File: src/hdl/dct8_pkg.sv
// ----------------------------------------------------------------------------
// dct8_pkg
// Shared constants and helpers for the pipelined 8-point DCT: the rotation
// and scaling constants at 24 fractional bits and their rounding to the
// coefficient precision used in the datapath.
// ----------------------------------------------------------------------------
package dct8_pkg;

    // Number of points per transform and fixed result field width
    localparam int NUM_PTS = 8;
    localparam int COEF_W  = 16;

    // Master precision of the constant table
    localparam int KQ_BITS = 24;

    // Rotation constants: cos, sin-cos, -sin-cos for pi/16, 3pi/16,
    // and sqrt(2)-scaled for 6pi/16; plus sqrt(2) itself
    localparam logic signed [63:0] K_C1      = 64'sd16454846;
    localparam logic signed [63:0] K_S1MC1   = -64'sd13181774;
    localparam logic signed [63:0] K_NS1MC1  = -64'sd19727919;
    localparam logic signed [63:0] K_C3      = 64'sd13949745;
    localparam logic signed [63:0] K_S3MC3   = -64'sd4628823;
    localparam logic signed [63:0] K_NS3MC3  = -64'sd23270667;
    localparam logic signed [63:0] K_R2C6    = 64'sd9079764;
    localparam logic signed [63:0] K_R2S6MC  = 64'sd12840725;
    localparam logic signed [63:0] K_NR2S6MC = -64'sd31000253;
    localparam logic signed [63:0] K_SQRT2   = 64'sd23726566;

    // Reduce a 24-fraction-bit constant to frac bits, round half up
    function automatic logic signed [63:0] kround(input logic signed [63:0] k24,
                                                  input int unsigned frac);
        logic [5:0] sh;
        sh = 6'(KQ_BITS - frac);
        return (k24 + (64'sd1 <<< (sh - 6'd1))) >>> sh;
    endfunction

endpackage

File: src/hdl/dct_8point_fast.sv
// ----------------------------------------------------------------------------
// dct_8point_fast
// Unnormalized 8-point DCT-II on the Loeffler flow graph, six-stage pipeline.
// ----------------------------------------------------------------------------
//  channel  | direction | signals                          | content
//  ---------+-----------+----------------------------------+---------------------
//  slave    | in        | i_s_tvalid o_s_tready i_s_tdata  | eight samples
//  master   | out       | o_m_tvalid i_m_tready o_m_tdata  | eight coefficients
//
//  One vector enters per cycle unless stalled. The stages are butterfly,
//  rotation multiply, rotation sum, butterfly, sqrt(2) multiply and round.
//  Each stage holds its own valid bit and advances when the next stage is
//  free, so bubbles collapse and a stall neither drops nor repeats.
//  i_rst_n (synchronous, active low) clears the valid bits only.
// ----------------------------------------------------------------------------
module dct_8point_fast #(
    parameter int SAMPLE_BITS     = 9,
    parameter int CONST_FRAC_BITS = 14,
    parameter int OUT_FRAC_BITS   = 3
) (
    input  logic                                          i_clk,
    input  logic                                          i_rst_n,
    // slave side
    input  logic                                          i_s_tvalid,
    output logic                                          o_s_tready,
    // tdata: sample_0 .. sample_7, SAMPLE_BITS each, from the lowest bit up
    input  logic [dct8_pkg::NUM_PTS*SAMPLE_BITS-1:0]      i_s_tdata,
    // master side
    output logic                                          o_m_tvalid,
    input  logic                                          i_m_tready,
    // tdata: coef_0 .. coef_7, 16 bits each, from the lowest bit up
    output logic [dct8_pkg::NUM_PTS*dct8_pkg::COEF_W-1:0] o_m_tdata
);

    localparam int S   = SAMPLE_BITS;
    localparam int F   = CONST_FRAC_BITS;
    localparam int OW  = dct8_pkg::COEF_W;
    localparam int AW  = S + 1;              // first butterfly
    localparam int BW  = S + 2;              // second butterfly
    localparam int EW  = S + 3;              // DC / Nyquist terms
    localparam int KW  = F + 3;              // rounded constants
    localparam int PW  = KW + BW + 1;        // raw rotation products
    localparam int RW  = S + F + 8;          // rotation outputs, F fraction bits
    localparam int DW  = S + 2 * F + 8;      // sqrt(2) products, 2F fraction bits
    localparam int SH1 = F - OUT_FRAC_BITS;
    localparam int SH2 = 2 * F - OUT_FRAC_BITS;

    localparam logic signed [KW-1:0] C_C1 =
        KW'(dct8_pkg::kround(dct8_pkg::K_C1, F));
    localparam logic signed [KW-1:0] C_S1MC1 =
        KW'(dct8_pkg::kround(dct8_pkg::K_S1MC1, F));
    localparam logic signed [KW-1:0] C_NS1MC1 =
        KW'(dct8_pkg::kround(dct8_pkg::K_NS1MC1, F));
    localparam logic signed [KW-1:0] C_C3 =
        KW'(dct8_pkg::kround(dct8_pkg::K_C3, F));
    localparam logic signed [KW-1:0] C_S3MC3 =
        KW'(dct8_pkg::kround(dct8_pkg::K_S3MC3, F));
    localparam logic signed [KW-1:0] C_NS3MC3 =
        KW'(dct8_pkg::kround(dct8_pkg::K_NS3MC3, F));
    localparam logic signed [KW-1:0] C_R2C6 =
        KW'(dct8_pkg::kround(dct8_pkg::K_R2C6, F));
    localparam logic signed [KW-1:0] C_R2S6MC =
        KW'(dct8_pkg::kround(dct8_pkg::K_R2S6MC, F));
    localparam logic signed [KW-1:0] C_NR2S6MC =
        KW'(dct8_pkg::kround(dct8_pkg::K_NR2S6MC, F));
    localparam logic signed [KW-1:0] C_SQRT2 =
        KW'(dct8_pkg::kround(dct8_pkg::K_SQRT2, F));

    // ------------------------------------------------------------------
    // Stage control
    // ------------------------------------------------------------------
    logic [6:1] r_v;
    logic [6:1] w_en;

    // Each stage loads when empty or when its successor loads
    always_comb begin
        w_en[6] = !r_v[6] || i_m_tready;
        for (int k = 5; k >= 1; k--) begin
            w_en[k] = !r_v[k] || w_en[k+1];
        end
    end

    assign o_s_tready = w_en[1];
    assign o_m_tvalid = r_v[6];

    always_ff @(posedge i_clk) begin
        if (!i_rst_n) begin
            r_v <= '0;
        end else begin
            if (w_en[1]) r_v[1] <= i_s_tvalid;
            for (int k = 2; k <= 6; k++) begin
                if (w_en[k]) r_v[k] <= r_v[k-1];
            end
        end
    end

    // ------------------------------------------------------------------
    // Stage 1: first add-subtract butterfly
    // ------------------------------------------------------------------
    logic signed [S-1:0]  w_x [0:7];
    logic signed [AW-1:0] n1_a [0:7];
    logic signed [AW-1:0] r1_a [0:7];

    always_comb begin
        for (int i = 0; i < 8; i++) begin
            w_x[i] = i_s_tdata[i*S +: S];
        end
        for (int i = 0; i < 4; i++) begin
            n1_a[i]     = AW'(w_x[i]) + AW'(w_x[7-i]);
            n1_a[7 - i] = AW'(w_x[i]) - AW'(w_x[7-i]);
        end
    end

    always_ff @(posedge i_clk) begin
        if (w_en[1]) r1_a <= n1_a;
    end

    // ------------------------------------------------------------------
    // Stage 2: even butterfly, odd-part rotation products
    // ------------------------------------------------------------------
    logic signed [BW-1:0] n2_b [0:3];
    logic signed [BW-1:0] w2_s74, w2_s65;
    logic signed [PW-1:0] n2_z1, n2_p4, n2_p7, n2_z2, n2_p5, n2_p6;
    logic signed [BW-1:0] r2_b [0:3];
    logic signed [PW-1:0] r2_z1, r2_p4, r2_p7, r2_z2, r2_p5, r2_p6;

    always_comb begin
        n2_b[0] = BW'(r1_a[0]) + BW'(r1_a[3]);
        n2_b[1] = BW'(r1_a[1]) + BW'(r1_a[2]);
        n2_b[2] = BW'(r1_a[1]) - BW'(r1_a[2]);
        n2_b[3] = BW'(r1_a[0]) - BW'(r1_a[3]);
        w2_s74  = BW'(r1_a[7]) + BW'(r1_a[4]);
        w2_s65  = BW'(r1_a[6]) + BW'(r1_a[5]);
        n2_z1   = PW'(C_C3)     * PW'(w2_s74);
        n2_p4   = PW'(C_S3MC3)  * PW'(r1_a[7]);
        n2_p7   = PW'(C_NS3MC3) * PW'(r1_a[4]);
        n2_z2   = PW'(C_C1)     * PW'(w2_s65);
        n2_p5   = PW'(C_S1MC1)  * PW'(r1_a[6]);
        n2_p6   = PW'(C_NS1MC1) * PW'(r1_a[5]);
    end

    always_ff @(posedge i_clk) begin
        if (w_en[2]) begin
            r2_b  <= n2_b;
            r2_z1 <= n2_z1;
            r2_p4 <= n2_p4;
            r2_p7 <= n2_p7;
            r2_z2 <= n2_z2;
            r2_p5 <= n2_p5;
            r2_p6 <= n2_p6;
        end
    end

    // ------------------------------------------------------------------
    // Stage 3: finish odd rotations, DC/Nyquist, even rotation products
    // ------------------------------------------------------------------
    logic signed [BW:0]   w3_s32;
    logic signed [RW-1:0] r3_b4, r3_b5, r3_b6, r3_b7;
    logic signed [EW-1:0] r3_e0, r3_e1;
    logic signed [PW-1:0] r3_z3, r3_q2, r3_q3;

    assign w3_s32 = (BW + 1)'(r2_b[3]) + (BW + 1)'(r2_b[2]);

    always_ff @(posedge i_clk) begin
        if (w_en[3]) begin
            r3_b4 <= RW'(r2_p4) + RW'(r2_z1);
            r3_b7 <= RW'(r2_p7) + RW'(r2_z1);
            r3_b5 <= RW'(r2_p5) + RW'(r2_z2);
            r3_b6 <= RW'(r2_p6) + RW'(r2_z2);
            r3_e0 <= EW'(r2_b[0]) + EW'(r2_b[1]);
            r3_e1 <= EW'(r2_b[0]) - EW'(r2_b[1]);
            r3_z3 <= PW'(C_R2C6)    * PW'(w3_s32);
            r3_q2 <= PW'(C_R2S6MC)  * PW'(r2_b[3]);
            r3_q3 <= PW'(C_NR2S6MC) * PW'(r2_b[2]);
        end
    end

    // ------------------------------------------------------------------
    // Stage 4: odd butterfly, finish even rotation
    // ------------------------------------------------------------------
    logic signed [RW-1:0] r4_c4, r4_c5, r4_c6, r4_c7, r4_e2, r4_e3;
    logic signed [EW-1:0] r4_e0, r4_e1;

    always_ff @(posedge i_clk) begin
        if (w_en[4]) begin
            r4_c4 <= r3_b4 + r3_b6;
            r4_c5 <= r3_b7 - r3_b5;
            r4_c6 <= r3_b4 - r3_b6;
            r4_c7 <= r3_b7 + r3_b5;
            r4_e2 <= RW'(r3_q2) + RW'(r3_z3);
            r4_e3 <= RW'(r3_q3) + RW'(r3_z3);
            r4_e0 <= r3_e0;
            r4_e1 <= r3_e1;
        end
    end

    // ------------------------------------------------------------------
    // Stage 5: last odd butterfly, sqrt(2) scalings
    // ------------------------------------------------------------------
    logic signed [RW-1:0] r5_d4, r5_d7, r5_e2, r5_e3;
    logic signed [DW-1:0] r5_d5, r5_d6;
    logic signed [EW-1:0] r5_e0, r5_e1;

    always_ff @(posedge i_clk) begin
        if (w_en[5]) begin
            r5_d4 <= r4_c7 - r4_c4;
            r5_d7 <= r4_c7 + r4_c4;
            r5_d5 <= DW'(r4_c5) * DW'(C_SQRT2);
            r5_d6 <= DW'(r4_c6) * DW'(C_SQRT2);
            r5_e2 <= r4_e2;
            r5_e3 <= r4_e3;
            r5_e0 <= r4_e0;
            r5_e1 <= r4_e1;
        end
    end

    // ------------------------------------------------------------------
    // Stage 6: round to output precision, output register
    // ------------------------------------------------------------------
    localparam logic signed [RW-1:0] HALF1 = RW'(1) <<< (SH1 - 1);
    localparam logic signed [DW-1:0] HALF2 = DW'(1) <<< (SH2 - 1);

    logic signed [RW-1:0] w6_dc, w6_ny, w6_r1, w6_r2, w6_r6, w6_r7;
    logic signed [DW-1:0] w6_r3, w6_r5;
    logic [OW-1:0]        n6_coef [0:7];
    logic [OW-1:0]        r6_coef [0:7];

    always_comb begin
        w6_dc = RW'(r5_e0) <<< OUT_FRAC_BITS;
        w6_ny = RW'(r5_e1) <<< OUT_FRAC_BITS;
        w6_r1 = (r5_d7 + HALF1) >>> SH1;
        w6_r2 = (r5_e2 + HALF1) >>> SH1;
        w6_r6 = (r5_e3 + HALF1) >>> SH1;
        w6_r7 = (r5_d4 + HALF1) >>> SH1;
        w6_r3 = (r5_d5 + HALF2) >>> SH2;
        w6_r5 = (r5_d6 + HALF2) >>> SH2;
        n6_coef[0] = w6_dc[OW-1:0];
        n6_coef[1] = w6_r1[OW-1:0];
        n6_coef[2] = w6_r2[OW-1:0];
        n6_coef[3] = w6_r3[OW-1:0];
        n6_coef[4] = w6_ny[OW-1:0];
        n6_coef[5] = w6_r5[OW-1:0];
        n6_coef[6] = w6_r6[OW-1:0];
        n6_coef[7] = w6_r7[OW-1:0];
    end

    always_ff @(posedge i_clk) begin
        if (w_en[6]) r6_coef <= n6_coef;
    end

    // Pack coefficients, coef_0 lowest
    always_comb begin
        for (int i = 0; i < 8; i++) begin
            o_m_tdata[i*OW +: OW] = r6_coef[i];
        end
    end

endmodule
File: config.mk
export PLATFORM = sky130hd
export DESIGN_NAME = dct_8point_fast
export DESIGN_NICKNAME = d
export VERILOG_FILES = /design/src/hdl/dct8_pkg.sv /design/src/hdl/dct_8point_fast.sv
export SDC_FILE = /design/constraint.sdc
export NUM_CORES = 2
export LEC_CHECK = 0
export BUFFER_PORTS_ARGS = -buffer_cell sky130_fd_sc_hd__buf_4
export CORE_ASPECT_RATIO = 0.5
export CORE_MARGIN = 5
export CORE_UTILIZATION = 45
export DETAILED_ROUTE_END_ITERATION = 12
export GPL_TIMING_DRIVEN = 0
export MAX_ROUTING_LAYER = met4
export SLEW_MARGIN = 20
export SYNTH_ARGS = -nofsm -noshare
export SYNTH_HDL_FRONTEND = slang
export SYNTH_SLANG_ARGS = --single-unit
export TNS_END_PERCENT = 50
File: constraint.sdc
create_clock -name i_clk -period 10.27 [get_ports i_clk]
set_input_delay 2.5675 -clock i_clk [delete_from_list [all_inputs] [get_ports i_clk]]
set_output_delay 2.5675 -clock i_clk [all_outputs]
set_load 0.01 [all_outputs]
==> metrics <==
gr usage total=between 10% and 20%; GP Congestion=between 0.9 and 1; final setup vio count=0; global route overflow=0; syn avg cell area=around 11 sq um; ys flop type=edfxtp_1; EDFF count, synth=approximately 900; core box area=between 0.15 and 0.2 sq mm; Top delay family on crit path=adder cells; WP data arrival=around 8.9 ns; RSZ-0062 raised after global routing=no; RR Endpoint=r2_z1[25]; synth top area cells=edfxtp_1 31%, ha_1 23%, fa_1 17%; DR iter-0 viols=2,735; WL/cell=~17 um; Setup TNS=0 ns; Area Overhead vs Synth=9.642%; flop-to-flop setup slack=between 1.5 and 2 ns; share of cells above drive strength 1=approximately 5.3%; fin crit period=approximately 8.5 ns; # port buffers=just under 200; WP buf/inv=2; reg2reg path depth=27; initial antenna violation count=10; H-tree lvl count=3; crit-path max cell delay=1.01 ns; first-pass GRT wire length=approximately 300,000 um; Root Buffer=clkbuf_16; total routed wirelength=between 150,000 and 200,000 um; Mapped Cells=approximately 8,000; crit path launch type=register; Starting Density=between 40% and 50%; register area share after synthesis=a little under a third; Post-CTS Setup Bufs=0; routed length on met3=12,340 um; critical path depth=27; worst reg2reg startpoint=r1_a[40]; Slew @ Worst Pin=between 1 and 1.5 ns; most common cell in the netlist=inv_1; clk_skew=between 0.03 and 0.04 ns; Synth Register Bits=885; fmax=between 100 and 150 MHz; die area=0.1999 sq mm; timing endpoint of the critical path=r2_z1[25]; # nets final=between 10,000 and 15,000; worst setup path start=r1_a[40]; Max Cap Violations=0; CP max-delay cell=edfxtp_1; data required time of the worst path=approximately 11 ns; Antenna Nets Post-Route=0; Critical Path Most Common Cell=fa_1; Hold/Removal Path Class=register to register; site row count=113; synth cell count leaders=1,723 x inv_1, 1,548 x ha_1, 879 x edfxtp_1; outcome=finished clean; pin count of the biggest net entering global routing=between 80 and 90; CTS tree=built; final worst path period share=between 80% and 90%; Max Slew Vio Count=0; Die Height=approximately 320 um; Netlist cell types=slightly below 90; clk sinks=885; metal2 WL=around 79,000 um; WS Path Type=register to register; clock-pin transition on the worst setup and hold timing paths=roughly 0.070 ns; yosys warns=0; Max Used Layer=met4; area leader, netlist=edfxtp_1; crit end category=register; die width=627.4 um; io pins=between 200 and 250; Resized cells post-CTS=0; wl on met1=approximately 94,000 um; hpwl dp=between 150,000 and 200,000 um; vias in the first global route=~53,000; FFs w/ async S/R, synth=0%; post-synthesis instance area=approximately 0.086 sq mm; critical path peak fanout=19; Yosys top cell area share=around 31%; via count=roughly 54,000; TritonCTS buffer count=92; DRT Pass-1 Iters=7; Via density=about 5.0; Clock Latency Late Sink=around 0.71 ns; Hold Fails Final Rpt=0; Hold Buf Count CTS=0; DRC=0; Relative slew margins=between 20% and 30%; clock buffer depth=3
sequential cells by signal, summed over array words and instances (netlist names), 21 cells and up:
register   flops
o_m_tdata    119
r1_a          76
r2_b          42
r4_c5         28
r3_b5         27
r3_b7         27
r4_c4         27
r4_c6         27
r2_p7         26
r3_b4         26
r3_b6         26
r3_q3         26
r3_z3         26
r4_c7         26
r2_p5         25
r2_p6         25
r2_z1         25
r2_z2         25
r3_q2         24
r2_p4         21
final cells by class:
type	instances	area [sq um]
antenna	8	20.02
buffer	47	215.2
clock buffer	105	2424
clock inverter	68	767.0
fill	17270	95570
inverter	1725	6497
multi-input combinational	5239	52620
sequential	885	26520
tap	2530	3166
timing repair buffer	211	1809
cells by family (layout without fill, tap and decap cells):
logic type	count (synthesis)	count (layout)	synth area share [%]
AO/OA/AOI/OAI	1116	1116	8.379
XOR/XNOR	665	665	6.791
adder cells (fa/ha/maj)	2272	2272	39.49
buffers and inverters	1772	2156	7.801
flip-flops	885	885	30.92
multiplexers	4	4	0.04960
other	1	14	0.004373
AND/OR/NAND/NOR	1176	1176	6.571
worst min-delay path by stage:
stage	cells after the start	slack, ns	endpoint	from
global route	0	0.42	r4_e1[9]	r3_e1[9]
finish	0	0.41	r4_e1[6]	r3_e1[6]
global placement	0	0.40	r4_e0[7]	r3_e0[7]
detailed placement	0	0.40	r4_e1[11]	r3_e1[11]
CTS	0	0.42	r4_e1[6]	r3_e1[6]
floorplan	0	0.40	o_m_tdata[10]	r5_e0[7]
metrics by stage:
stage | setup WS, ns | hold slack, ns | util (%) | instance area [sq um] | instances
3_3_place_gp | 0.1287 | 0.4005 | 47.70 | 90440 | 10630
5_1_grt | 1.185 | 0.4228 | 49.59 | 94020 | 10810
2_1_floorplan | 2.460 | 0.4003 | - | 85780 | 7896
3_5_place_dp | 1.708 | 0.4045 | 47.90 | 90810 | 10640
6_report | 1.792 | 0.4102 | 49.59 | 94030 | 10820
4_1_cts | 1.684 | 0.4164 | 49.58 | 94000 | 10810
worst register-to-register path, stage by stage, from the launching register on:
cell	delay, ns
edfxtp_1	1.01
ha_1	0.42
fa_1	0.24
a21oi_1	0.08
nor2_1	0.08
nor2_1	0.06
o21bai_1	0.14
a21oi_1	0.11
nor2b_1	0.12
o21a_1	0.13
nor2_1	0.05
xnor2_1	0.76
inv_1	0.25
fa_1	0.54
fa_1	0.56
fa_1	0.43
fa_1	0.46
fa_1	0.49
inv_1	0.05
ha_1	0.21
nor4_1	0.55
nor2_1	0.11
a22o_1	0.23
a211oi_1	0.32
o31ai_1	0.15
a21o_1	0.22
nand2_1	0.08
mux2i_1	0.41
routing by layer:
metal / global-route usage, % / up-vias
met5: - / -
met2: 27.64 / 894
met4: 3.395 / 0
met1: 28.60 / 25880
li1: - / 26940
met3: 4.463 / 167
cells in the final DEF (no fill, tap or decap), types with 119 or more instances in the layout:
| cell | netlist | routed |
|---|---|---|
| fa_1 | 724 | 724 |
| ha_1 | 1548 | 1548 |
| buf_4 | 9 | 208 |
| nor2_1 | 431 | 431 |
| a21o_1 | 126 | 126 |
| edfxtp_1 | 879 | 879 |
| o21ai_0 | 182 | 181 |
| nand3_1 | 120 | 119 |
| inv_1 | 1723 | 1720 |
| a21oi_1 | 378 | 378 |
| xnor2_1 | 483 | 482 |
| xor2_1 | 182 | 182 |
| nand2_1 | 174 | 172 |
Power is left out: the tool's default activity adds up to more than one toggle a clock period on the data nets, which glitch-free logic cannot reach.
